## src/ipv4_lpm_pkg.sv

```systemverilog
package ipv4_lpm_pkg;

    localparam int ROUTE_ENTRIES = 64;
    localparam int ADDRESS_BITS  = 32;
    localparam int FIELD_W       = 32;
    localparam int ADDR_W        = (ADDRESS_BITS < FIELD_W) ? ADDRESS_BITS : FIELD_W;
    localparam int IDX_W         = (ROUTE_ENTRIES > 1) ? $clog2(ROUTE_ENTRIES) : 1;
    localparam int LEN_W         = 6;
    localparam int NH_W          = 32;
    localparam int PORT_W        = 16;
    localparam int PADDR_W       = 3;
    localparam int PDATA_W       = 32;

    localparam logic [NH_W-1:0]   DEFAULT_NH_RESET   = 32'd2130706433;
    localparam logic [PORT_W-1:0] DEFAULT_PORT_RESET = 16'd999;

    // Register index, taken from paddr bit 2.
    localparam logic REG_DEFAULT_NH   = 1'b0;
    localparam logic REG_DEFAULT_PORT = 1'b1;

    typedef enum logic [1:0] {
        OP_LOOKUP = 2'd0,
        OP_INSERT = 2'd1,
        OP_DELETE = 2'd2,
        OP_NOP    = 2'd3
    } op_t;

    typedef enum logic [1:0] {
        STS_OK      = 2'd0,
        STS_FULL    = 2'd1,
        STS_BAD_LEN = 2'd2
    } status_t;

    typedef struct packed {
        logic [FIELD_W-1:0] prefix;
        logic [LEN_W-1:0]   length;
        logic [NH_W-1:0]    next_hop;
        logic [PORT_W-1:0]  port;
    } route_t;

    localparam int ROUTE_W = $bits(route_t);

    typedef struct packed {
        logic             clear;
        logic             cmp_en;
        logic [IDX_W-1:0] idx;
    } scan_ctrl_t;

    typedef struct packed {
        logic              best_found;
        logic [LEN_W-1:0]  best_len;
        logic [NH_W-1:0]   best_nh;
        logic [PORT_W-1:0] best_port;
        logic              hit_found;
        logic [IDX_W-1:0]  hit_idx;
        logic              free_found;
        logic [IDX_W-1:0]  free_idx;
    } scan_stat_t;

    // Top len bits of an ADDR_W-wide address.
    function automatic logic [FIELD_W-1:0] len_mask(input logic [LEN_W-1:0] len);
        logic [FIELD_W-1:0] m;
        m = '0;
        for (int i = 0; i < FIELD_W; i++) begin
            m[i] = (i < ADDR_W) && (i >= ADDR_W - int'(len));
        end
        return m;
    endfunction

    function automatic logic len_ok(input logic [LEN_W-1:0] len);
        return (len != '0) && (int'(len) <= ADDR_W);
    endfunction

    function automatic logic [FIELD_W-1:0] addr_all();
        return len_mask(LEN_W'(ADDR_W));
    endfunction

endpackage

```

## src/ipv4_lpm_scan.sv

```systemverilog
module ipv4_lpm_scan (
    input  logic                               clk,
    input  logic                               rst_n,
    input  ipv4_lpm_pkg::scan_ctrl_t           ctrl,
    input  logic                               ent_valid,
    input  ipv4_lpm_pkg::route_t               ent,
    input  logic [ipv4_lpm_pkg::FIELD_W-1:0]   key,
    input  logic [ipv4_lpm_pkg::LEN_W-1:0]     key_len,
    output ipv4_lpm_pkg::scan_stat_t           stat
);

    ipv4_lpm_pkg::scan_stat_t stat_reg;
    ipv4_lpm_pkg::scan_stat_t stat_next;
    logic                     lookup_hit;
    logic                     exact_hit;

    // A covering route wins only if it is strictly longer than the best so far,
    // so among equal lengths the lowest entry is kept.
    assign lookup_hit = ent_valid && ipv4_lpm_pkg::len_ok(ent.length)
                        && ((key & ipv4_lpm_pkg::len_mask(ent.length)) == ent.prefix)
                        && (ent.length > stat_reg.best_len);

    assign exact_hit = ent_valid && (ent.length == key_len)
                       && (ent.prefix == (key & ipv4_lpm_pkg::len_mask(key_len)));

    always_comb
    begin
        stat_next = stat_reg;
        if (ctrl.clear)
        begin
            stat_next.best_found = 1'b0;
            stat_next.best_len   = '0;
            stat_next.hit_found  = 1'b0;
            stat_next.free_found = 1'b0;
        end
        else if (ctrl.cmp_en)
        begin
            if (lookup_hit)
            begin
                stat_next.best_found = 1'b1;
                stat_next.best_len   = ent.length;
                stat_next.best_nh    = ent.next_hop;
                stat_next.best_port  = ent.port;
            end
            if (exact_hit && !stat_reg.hit_found)
            begin
                stat_next.hit_found = 1'b1;
                stat_next.hit_idx   = ctrl.idx;
            end
            if (!ent_valid && !stat_reg.free_found)
            begin
                stat_next.free_found = 1'b1;
                stat_next.free_idx   = ctrl.idx;
            end
        end
    end

    always_ff @(posedge clk or negedge rst_n)
    begin
        if (!rst_n)
        begin
            stat_reg <= '0;
        end
        else
        begin
            stat_reg <= stat_next;
        end
    end

    assign stat = stat_reg;

endmodule

```

## config.mk

```make
export PLATFORM = sky130hd
export DESIGN_NAME = ipv4_lpm_scan
export DESIGN_NICKNAME = d
export VERILOG_FILES = /design/src/ipv4_lpm_pkg.sv /design/src/ipv4_lpm_scan.sv
export SDC_FILE = /design/constraint.sdc
export NUM_CORES = 1
export LEC_CHECK = 0
export ABC_AREA = 1
export BUFFER_PORTS_ARGS = -buffer_cell sky130_fd_sc_hd__buf_2
export CORE_MARGIN = 3
export CORE_UTILIZATION = 57
export CTS_CLUSTER_DIAMETER = 50
export CTS_CLUSTER_SIZE = 30
export DETAILED_ROUTE_END_ITERATION = 6
export GPL_TIMING_DRIVEN = 0
export PLACE_DENSITY = 0.91
export SLEW_MARGIN = 20
export SYNTH_ARGS = -nofsm -noshare
export SYNTH_HDL_FRONTEND = slang
export SYNTH_SLANG_ARGS = --single-unit
```

## constraint.sdc

```tcl
create_clock -name clk -period 4 [get_ports clk]
set_input_delay 0.4 -clock clk [delete_from_list [all_inputs] [get_ports clk]]
set_output_delay 0.4 -clock clk [all_outputs]
set_load 0.02 [all_outputs]
```

==> metrics list <==
* Distinct cells, synth: 37
* Leakage power: 4.62 nW
- In this run the number of H-tree levels came out at 3.
- Busiest layer in global routing: met2
- Pwr per Cell Area: around 250 nW/um^2
- Arr. time, crit path: 3.94 ns
* Total number of nets in the final design: 1422
- Maximum vdd ir drop: 0.250 mV
- Pin count of the biggest net entering global routing: 58
* Die Span Y: 111 um
* Gate count after technology mapping: 1060
- Cell area after synthesis: 6280 um^2
- Initial antenna violation count: 1
- Met2 demand-to-capacity share in global routing: 54.2%
- Cell depth of the worst flop-to-flop path: 17
- Largest register FFs: 69
- Placer congestion estimate: between 1 and 1.5
- Relative to the synthesized area, the layout overhead comes to 22.9%.
- Overflow after GRT: 0
- Critical Path End Type: register
* Utilization after layout: 73.5%
- Across the run, the number of max-cap violations was 0.
- The routed design has 22200 um of wire.
- The kind of cell with the highest combined delay along the critical path is simple AND/OR/NAND/NOR gates.
- Critical setup path kind: input port to register
- The die covers 12300 um^2.
- Counting tap cells, the placed design contains a total of 1400 instances.
- Biggest cell delay along the critical path: 0.38 ns
- Based on the critical path, the design can be clocked at up to approximately 270 MHz.
- Synthesis Warnings: 0
- The signal on the critical path passes through buf_2 > inv_1 > ha_1 > buf_2 > nand4_1 > nand2_1 > buf_2 > buf_2 > ha_1 > nand4_1 > nand3_1 > nand2_1 > nand2_1 > nand3_1 > a21oi_1 > nand3_1 > nor2_4 > nand2_1 > nand2_1 > nand2_1.
- Global routing used 35.0% of the available tracks across all layers.
- Floorplan core area: around 11000 um^2
* Most common cell after layout, fill and taps aside: nand2_1
* Syn_area_per_cell: 5.93 um^2
- Top_reg_cell synth: dfrtp_1
- In this run the number of cells on the critical path is 20.
- Launching element type of the critical path: input port
- Slowest-stage cell, CP: ha_1
- In the final routed layout, each cell accounts on average for 15.7 um.
* Final-report max-slew violation count: 0
* Clock insertion delay at the later pin of the skew report: roughly 0.35 ns
- The number of nets handed over by synthesis was around 1200.
* Count of antenna-violating nets left after detailed routing: 0
* Most frequent cells in the layout: nand2_1 (433), buf_2 (215), nand3_1 (155)
- The clock net in this run drives a total of slightly below 70 sinks.
- The first global-routing pass estimated 35300 um of wire.
- Number of global-route vias before repair: 7317
- Setup violations remaining at the end of the flow were counted as 0.
- The worst path needs around 3.7 ns of the cycle, external delays included.
* Count of filler cells inserted in the layout: 874
* Post-synth ARST share: between 90% and 100%
- In this run the worst setup path begins at key_len[0].
- TritonCTS built the clock tree.
* DRC viols: 4
- Post-CTS setup buffer count: 0
- Critical path buffers and inverters: 5
- Relative max-transition margin: 60.9%
- Register area share after synthesis: ~27%
* Met1 routing resource usage after global routing: 46.0%
* Number of flops mapped to enable cells by yosys: 0
- Before antenna repair, the detailed router went through 7 iterations.
- Routed vias/inst: 5.65
- RR Startpoint: stat[67]$_DFFE_PN0P_
- Number of hold violations in the final report: 0
* Failing checks: design-rule violations
* Cts bufs inserted: 9
- Input and output buffers added on the ports amount to 203.
- At the worst endpoint, the required time is 4.25 ns.
* Die X: 111 um
- Reg clk slew, reported paths: 0.09 ns
- Final instance count without filler cells: about 1400
* Result of the run: complete, but fails checks
* Setup repair after global routing missed its margin: false
* Vias: 8012
- Tot Pwr: approximately 1.9 mW
* Slack of the worst reg-to-reg path: 1.17 ns
* R2R Path End: stat[45]$_DFFE_PN0P_
- Highest net fanout along the worst path: 10
- The critical path ends at stat[10]$_DFFE_PN0P_.
* Critical hold path startpoint: ctrl[7]
* Final Skew: 0.00881 ns
* Post-synthesis sequential element count: 69
- GR Util met3: 10.8%
- Total number of placement rows: 37
- For this configuration, the core starts out at a cell density of 59.8%.
* First-iteration detailed-routing DRC count: around 1000
- In this run the worst hold path is classified as input port to register.
- The clock passes through at most 2 buffers.
- Hpwl dp: 17800 um
- In the finished design, the share of the clock period the worst path needs comes to 92.3%.
* Root Buffer Master: clkbuf_8
- Top-level I/O count: 204
- Worst Max-Slew Pin Slew: ~0.59 ns
* Critical Path Most Common Cell: nand2_1
- In the final layout, the share of cells above drive strength 1 is 22.2%.
[final cells by class]
cell class / instances / area, um^2 / share of cell area (%)
Antenna cell: 1 / 2.50 / 0.0324
Buffer: 31 / 175 / 2.27
Clock buffer: 9 / 124 / 1.60
Clock inverter: 7 / 82.6 / 1.07
Inverter: 105 / 394 / 5.10
Multi-Input combinational cell: 854 / 4000 / 51.7
Sequential cell: 69 / 1730 / 22.3
Tap cell: 136 / 170 / 2.20
Timing Repair Buffer: 205 / 1060 / 13.7
[power by group]
| part | total, mW | switching [mW] | internal [mW] |
|---|---|---|---|
| sequential | 0.718 | 0.00678 | 0.711 |
| combinational | 0.589 | 0.395 | 0.194 |
| clock | 0.591 | 0.294 | 0.297 |
| total | 1.90 | 0.696 | 1.20 |
[stage by stage]
stage | area [um^2] | worst slack [ns] | TNS (ns) | hold slack [ns]
2_1_floorplan | 6280 | 1.01 | 0 | 0.104
3_3_place_gp | 7470 | -0.0926 | -0.503 | 0.448
3_5_place_dp | 7500 | -0.142 | -0.785 | 0.263
4_1_cts | 7720 | 0.220 | 0 | 0.244
5_1_grt | 7720 | 0.126 | 0 | 0.254
6_report | 7730 | 0.309 | 0 | 0.263
[cell usage after synthesis, drive strengths merged (2+ instances only)]
cell    number  share of area, %
buf         24               2.3
nor3         5              0.40
xor2         8               1.1
nand4       72               7.2
mux2         6               1.1
nand3b       5              0.60
o22ai        2              0.20
o21ai       14               1.2
o21bai       2              0.24
ha          12               2.4
nand2      444                27
clkbuf       8              0.50
inv        104               6.2
o211ai       3              0.36
a21oi        9              0.90
xnor2        4              0.56
dfrtp       69                27
nor2       108               7.2
nand3      156                13
[worst min path at each step]
stage                            to  slack (ns)  cells after the start
2_1_floorplan   stat[0]$_DFFE_PN0P_        0.10                      0
6_report       stat[68]$_DFFE_PN0P_        0.26                      2
3_3_place_gp   stat[25]$_DFFE_PN0P_        0.45                      2
5_1_grt         stat[6]$_DFFE_PN0P_        0.25                      2
3_5_place_dp   stat[32]$_DFFE_PN0P_        0.26                      1
4_1_cts         stat[6]$_DFFE_PN0P_        0.24                      2
[what timing repair did]
action	4_1_cts	5_1_grt
resized for setup	0	2
setup endpoints to repair	0	7
hold endpoints to repair	12	0
hold buffers	1	0
[per-layer routing]
layer / wire [um] / up-vias
li1: - / 3869
met3: 3010 / 89
met2: 9750 / 536
met4: 942 / 2
met5: 12 / -
met1: 8510 / 3516
[kinds of logic (layout without fill, tap and decap cells)]
group | Yosys count | count (layout) | share of synthesized area [%]
multiplexers | 6 | 6 | 1.07
AO/OA/AOI/OAI | 31 | 31 | 2.99
AND/OR/NAND/NOR | 793 | 793 | 55.3
adder cells (fa/ha/maj) | 12 | 12 | 2.39
flip-flops | 69 | 69 | 27.5
XOR/XNOR | 12 | 12 | 1.67
buffers and inverters | 137 | 357 | 9.12
other | 0 | 1 | 0
Power figures use the tool's default switching activity.
