===== src/ipv4_lpm_ram.sv =====
module ipv4_lpm_ram #(
    parameter int WIDTH = 8,
    parameter int DEPTH = 16
) (
    input  logic                                   clk,
    input  logic                                   we,
    input  logic [((DEPTH > 1) ? $clog2(DEPTH) : 1)-1:0] waddr,
    input  logic [WIDTH-1:0]                       wdata,
    input  logic                                   re,
    input  logic [((DEPTH > 1) ? $clog2(DEPTH) : 1)-1:0] raddr,
    output logic [WIDTH-1:0]                       rdata
);

    logic [WIDTH-1:0] mem [DEPTH];
    logic [WIDTH-1:0] rdata_reg;

    always_ff @(posedge clk)
    begin
        if (we)
        begin
            mem[waddr] <= wdata;
        end
        if (re)
        begin
            rdata_reg <= mem[raddr];
        end
    end

    assign rdata = rdata_reg;

endmodule


===== config.mk =====
export PLATFORM = sky130hd
export DESIGN_NAME = ipv4_lpm_ram
export DESIGN_NICKNAME = d
export VERILOG_FILES = /design/src/ipv4_lpm_ram.sv
export SDC_FILE = /design/constraint.sdc
export NUM_CORES = 1
export LEC_CHECK = 0
export ABC_AREA = 0
export BUFFER_PORTS_ARGS = -buffer_cell sky130_fd_sc_hd__buf_2
export CAP_MARGIN = 20
export CORE_MARGIN = 8
export CORE_UTILIZATION = 35
export CTS_CLUSTER_SIZE = 20
export DETAILED_ROUTE_END_ITERATION = 7
export HOLD_SLACK_MARGIN = 0.08
export SLEW_MARGIN = 10
export SYNTH_ARGS = -nofsm -noshare
export SYNTH_HDL_FRONTEND = slang
export SYNTH_SLANG_ARGS = --single-unit

===== constraint.sdc =====
create_clock -name clk -period 2.1 [get_ports clk]
set_input_delay 0.105 -clock clk [delete_from_list [all_inputs] [get_ports clk]]
set_output_delay 0.105 -clock clk [all_outputs]
set_load 0.05 [all_outputs]

==> summary.md, run 1 <==
| Metric | Value |
|---|---|
| Total setup buffers inserted after CTS | `0` |
| Largest net degree at the start of global routing | `26` |
| CTS max path bufs | `2` |
| Met1 global-route usage | `14.6%` |
| Bufs and invs on worst path | `0` |
| Average vias per placed instance | `5.08` |
| Power, Total | `6.23 mW` |
| Final setup vio count | `0` |
| CP Max Fanout | `1` |
| Fmax | `657 MHz` |
| Hold Slack | `101 ps` |
| Power per cell area | `990 nW/um^2` |
| Max_cap viols | `0` |
| Synth Instances | `229` |
| Die height | `138 microns` |
| CP top delay family | `multiplexers` |
| # H-tree levels | `4` |
| Skew final | `4.21 ps` |
| Via count | `2469` |
| Top Ports | `27` |
| Met3 Use GR | `3.53%` |
| Antenna violations before repair | `0` |
| Worst path depth | `3` |
| Status | `completed` |
| Slowest cell on the critical path | `mux4_1` |
| Critical path's largest stage delay | `510 ps` |
| CTS Root Cell | `clkbuf_16` |
| First-pass GRT wire length | `15600 microns` |
| Remaining DRCs | `0` |
| Crit end category | `register` |
| Ant diodes | `0` |
| Die extent in x | `138 microns` |
| Max FFs per register | `128` |
| Placed cell area | `5690 sq um` |
| Worst path required time | `2250 ps` |
| Crit start category | `register` |
| Area grow syn2layout | `20.5%` |
| RSZ-0062 raised after global routing | `false` |
| Syn avg cell area | `22.8 sq um` |
| Synth Warn # | `0` |
| Gr busiest metal | `met2` |
| Number of global-route vias before repair | `2630` |
| DP HPWL | `6450 microns` |
| CP Cell Sequence | `mux4_1 -> a22oi_1 -> nand2_1` |
| Port bufs | `26` |
| Site row count | `44` |
| Fill cells | `1244` |
| Worst setup path category | `register to register` |
| CTS tree | `done` |
| Inserted Clock Buffers | `17` |
| Gr ovfl total | `0` |
| Reg2reg path depth | `3` |
| Most frequent cells in the layout | `edfxtp_1 (136), buf_2 (26), buf_4 (20), mux4_2 (18), clkbuf_16 (17)` |
| Design Area, Final | `6300 sq um` |
| GRT Util Overall | `10.8%` |
| Antenna Nets Post-Route | `0` |
| Fraction of layout cells with a size suffix above 1 | `30.5%` |
| Post-layout nets | `309` |
| Post-synthesis cell area | `5230 sq um` |
| Seq/Total Area, Yosys | `78.1%` |
| Unique cell type count in the Yosys netlist | `18` |
| Worst hold path class | `primary input to register` |
| Crit path time final | `1520 ps` |
| GPL Wtd Cong | `0.772` |
| Met2 Usage GRT | `16.0%` |
| Max-slew headroom | `57.7%` |
| Most common cell after layout, fill and taps aside | `edfxtp_1` |
| Drt first pass iters | `4` |
| Max IR drop VDD | `590 uV` |
| Final TNS setup | `0 ps` |
| Starting Density | `35.8%` |
| Yosys reg bits | `136` |
| Clock slew at reported path FFs | `50 ps` |
| CORE AREA | `14600 sq um` |
| Drt total wl | `9960 microns` |
| Final hold vios | `0` |
| Slew Limit Fails | `0` |
| Sink Count | `136` |
| Die area | `19100 sq um` |
| Tcrit/Tclk final | `72.5%` |
| Worst Max-Slew Pin Slew | `633 ps` |
| Leak pwr | `2.13 nW` |
| Reg2Reg Setup Slack | `580 ps` |
| Critical path arrival | `1670 ps` |
| Worst skew pair latency | `400 ps` |
| Syn_nets | `248` |
| 1st-iter DRT viols | `345` |
| Placed cells | `451` |
| WHS Path Cells | `1` |
| Finished Layout Cells | `486` |
| Drt wl/cell | `20.5 microns` |
==> synthesized netlist by cell type <==
master           number  area share [%]
nand2_1               9            0.65
and2b_1               1            0.14
mux4_1               14             7.0
nand3_1               1           0.096
mux4_2               18             7.8
nand3b_1              2            0.29
a22oi_1              16             2.3
edfxtp_1            136              78
clkdlybuf4s25_2       3            0.57
buf_2                 3            0.29
nand2b_1              2            0.24
buf_4                 1            0.14
nor2_1               13            0.93
or3b_2                1            0.17
buf_6                 3            0.65
nor3_1                4            0.38
and2_1                1            0.12
nor2b_1               1            0.12
==> cell type report <==
class                   instances  area [sq um]  share of cell area, %
clock buffers                  18           429                   6.82
well taps                     184           230                   3.66
flip-flops and latches        136          4080                   64.9
multi-input cells              83          1060                   16.8
repair buffers                 52           360                   5.72
clock inverters                13           136                   2.17
==> routing by layer <==
metal / wire length, microns / up-vias
met1: 4700 / 1291
met2: 4630 / 66
met5: 0 / -
met4: 102 / 0
li1: - / 1103
met3: 517 / 9
==> power breakdown <==
| group | switching (mW) | leakage, nW | internal [mW] |
|---|---|---|---|
| sequential | 0.0127 | 1.24 | 3.06 |
| clock | 1.00 | 0.277 | 1.83 |
| combinational | 0.208 | 0.616 | 0.126 |
==> path summary, 6_finish.rpt <==
check,from,to
max,mem[1][3],rdata[3]
min,wdata[3],mem[14][3]
max reg2reg,mem[1][3],rdata[3]
min reg2reg,mem[15][6],rdata[6]
==> cell families (layout without fill, tap and decap cells) <==
logic type | after synthesis | count (layout) | share of synthesized area, %
AND/OR/NAND/NOR | 35 | 35 | 3.14
AO/OA/AOI/OAI | 16 | 16 | 2.30
buffers and inverters | 10 | 83 | 1.65
multiplexers | 32 | 32 | 14.8
flip-flops | 136 | 136 | 78.1
==> per-stage QoR <==
stage	setup WS (ps)	util [%]
finish	578	43.2
CTS	585	43.2
floorplan	502	-
detailed placement	384	39.0
global placement	388	39.0
global route	493	43.2
==> what timing repair did <==
| item | in CTS | in global routing |
|---|---|---|
| gates resized for setup | 0 | 0 |
| hold buffers | 4 | 0 |
| endpoints found under the hold margin | 31 | 0 |
Note: power is estimated with default switching activity, not from simulation.
==> run 2, diff against run 1 <==
Clock period 2.1 ns to 1.4 ns, I/O delays scaled along.
==> run 2 against run 1 <==
  * The run now ends with setup timing left
  * Clock-buffer cell count did not move
  * Critical endpoint is now rdata[6]
  * Worst hold slack gained 150 ps
  * Register-to-register slack got worse by 620 ps
  * Sequential power increased by 50%
  * Critical path type unchanged
  * Utilization rose by 0.97 points
  * Die area unchanged
  * Worst setup slack got worse by 620 ps
  * Critical path depth unchanged
  * Total power increased by 55%
==> summary.md, run 2 (synthesis results as in run 1) <==
| Metric | Value |
|---|---|
| Most frequent cells in the layout | `edfxtp_1 (136), mux4_2 (30), buf_2 (26), buf_4 (23), clkbuf_16 (17)` |
| Top Ports | `27` |
| Average vias per placed instance | `5.03` |
| CTS Root Cell | `clkbuf_16` |
| Post-layout nets | `318` |
| # H-tree levels | `4` |
| WHS Path Cells | `3` |
| CP Cell Sequence | `mux4_2 -> a22oi_1 -> nand2_1` |
| Antenna Nets Post-Route | `0` |
| Reg2reg path depth | `3` |
| Met3 Use GR | `3.70%` |
| Drt total wl | `10300 microns` |
| Gr busiest metal | `met2` |
| Number of global-route vias before repair | `2666` |
| Crit start category | `register` |
| Die area | `19100 sq um` |
| CP Max Fanout | `1` |
| Reg2Reg Setup Slack | `-50 ps` |
| Final hold vios | `0` |
| Finished Layout Cells | `496` |
| First-pass GRT wire length | `16200 microns` |
| DP HPWL | `6620 microns` |
| Worst Max-Slew Pin Slew | `875 ps` |
| Fmax | `692 MHz` |
| Hold path start | `waddr[0]` |
| Critical path's largest stage delay | `510 ps` |
| Remaining DRCs | `0` |
| Drt first pass iters | `4` |
| Met2 Usage GRT | `16.9%` |
| Placed cells | `455` |
| Status | `finished, violations left` |
| Ant diodes | `0` |
| Crit path time final | `1450 ps` |
| Worst skew pair latency | `410 ps` |
| Crit end category | `register` |
| Placed cell area | `5740 sq um` |
| Power per cell area | `1500 nW/um^2` |
| Reg-to-Reg End | `rdata[6]` |
| Die height | `138 microns` |
| Multi-input gate area | `1070 sq um` |
| Sink Count | `136` |
| Worst setup path category | `register to register` |
| Max-slew headroom | `41.5%` |
| Largest net degree at the start of global routing | `25` |
| GPL Wtd Cong | `0.712` |
| Slowest cell on the critical path | `mux4_2` |
| Clock slew at reported path FFs | `60 ps` |
| Slew Limit Fails | `0` |
| Leak pwr | `2.14 nW` |
| Failing checks | `setup timing` |
| Register Area | `4080 sq um` |
| Starting Density | `35.8%` |
| Gr ovfl total | `0` |
| Die extent in x | `138 microns` |
| CORE AREA | `14600 sq um` |
| Final TNS setup | `-99.9 ps` |
| Worst hold path class | `primary input to register` |
| Fraction of layout cells with a size suffix above 1 | `40.1%` |
| Design Area, Final | `6440 sq um` |
| Final setup vio count | `4` |
| Max FFs per register | `128` |
| GRT Util Overall | `11.3%` |
| Site row count | `44` |
| Met1 global-route usage | `15.0%` |
| Fill cells | `1234` |
| Hold endpoint | `mem[0][0]` |
| Antenna violations before repair | `0` |
| Most common cell after layout, fill and taps aside | `edfxtp_1` |
| Total setup buffers inserted after CTS | `0` |
| Area grow syn2layout | `23.2%` |
| CTS tree | `done` |
| Max_cap viols | `0` |
| CTS max path bufs | `2` |
| Max IR drop VDD | `904 uV` |
| Critical path arrival | `1600 ps` |
| Drt wl/cell | `20.8 microns` |
| Worst R2R Start | `mem[4][6]` |
| Final WS setup | `-45.7 ps` |
| RSZ-0062 raised after global routing | `true` |
| Port bufs | `26` |
| Inserted Clock Buffers | `17` |
| Tcrit/Tclk final | `103%` |
| Skew final | `6.29 ps` |
| Via count | `2495` |
| Worst path required time | `1560 ps` |
| 1st-iter DRT viols | `228` |
run 2: cell count changes in the layout (fill, tap and decap cells not counted), sizes merged:
cell         previous run  this run
inv                     0         2
dlygate4sd3             4         9
buf                    48        52
clkinvlp                1         3
clkinv                  9         6
run 2: cell type report:
| cell class | instances | share of cell area (%) |
|---|---|---|
| Multi-Input combinational cell | 83 | 16.6 |
| Tap cell | 184 | 3.58 |
| Timing Repair Buffer | 61 | 7.03 |
| Sequential cell | 136 | 63.4 |
| Clock inverter | 14 | 2.72 |
| Clock buffer | 18 | 6.67 |
run 2: worst max-delay path, delay by kind of cell (launching register included):
family	cells	cell delay, ps
compound gates	1	230
flops	1	370
mux	1	510
simple gates	1	80
run 2: metrics by stage:
stage	power, mW	util [%]	worst slack, ps	hold slack (ps)
final	9.66	44.1	-45.7	248
after global routing	9.96	44.1	-79.5	238
after CTS	9.74	44.0	-53.0	218
after detailed placement	5.21	39.3	-304	429
after global placement	5.20	39.3	-293	434
after floorplan	4.99	-	47.6	169
run 2: what timing repair did:
action,4_1_cts,5_1_grt
pin swaps,7,4
endpoints found under the setup margin,8,8
gates cloned,0,0
hold buffers,9,0
resized for setup,15,7
hold endpoints to repair,136,0
run 2: routing by layer:
| layer | wire [microns] | share of wire [%] | vias up |
|---|---|---|---|
| met3 | 509 | 4.9 | 8 |
| met2 | 4820 | 47 | 69 |
| met4 | 75 | 0.73 | 0 |
| met5 | 0 | 0 | - |
| li1 | - | - | 1105 |
| met1 | 4910 | 48 | 1313 |
run 2: how the worst max path moves through the flow:
stage | from | end | slack [ps] | cells past startpoint
floorplan | raddr[0] | rdata[1] | 50 | 5
global placement | raddr[0] | rdata[1] | -290 | 5
detailed placement | raddr[0] | rdata[1] | -300 | 5
CTS | mem[3][0] | rdata[0] | -50 | 3
global route | mem[3][0] | rdata[0] | -80 | 3
finish | mem[4][6] | rdata[6] | -50 | 3
run 2: power by group:
| part | internal (mW) | switching, mW |
|---|---|---|
| clock network | 2.81 | 1.69 |
| registers | 4.59 | 0.0215 |
| logic | 0.225 | 0.327 |
| total | 7.63 | 2.04 |
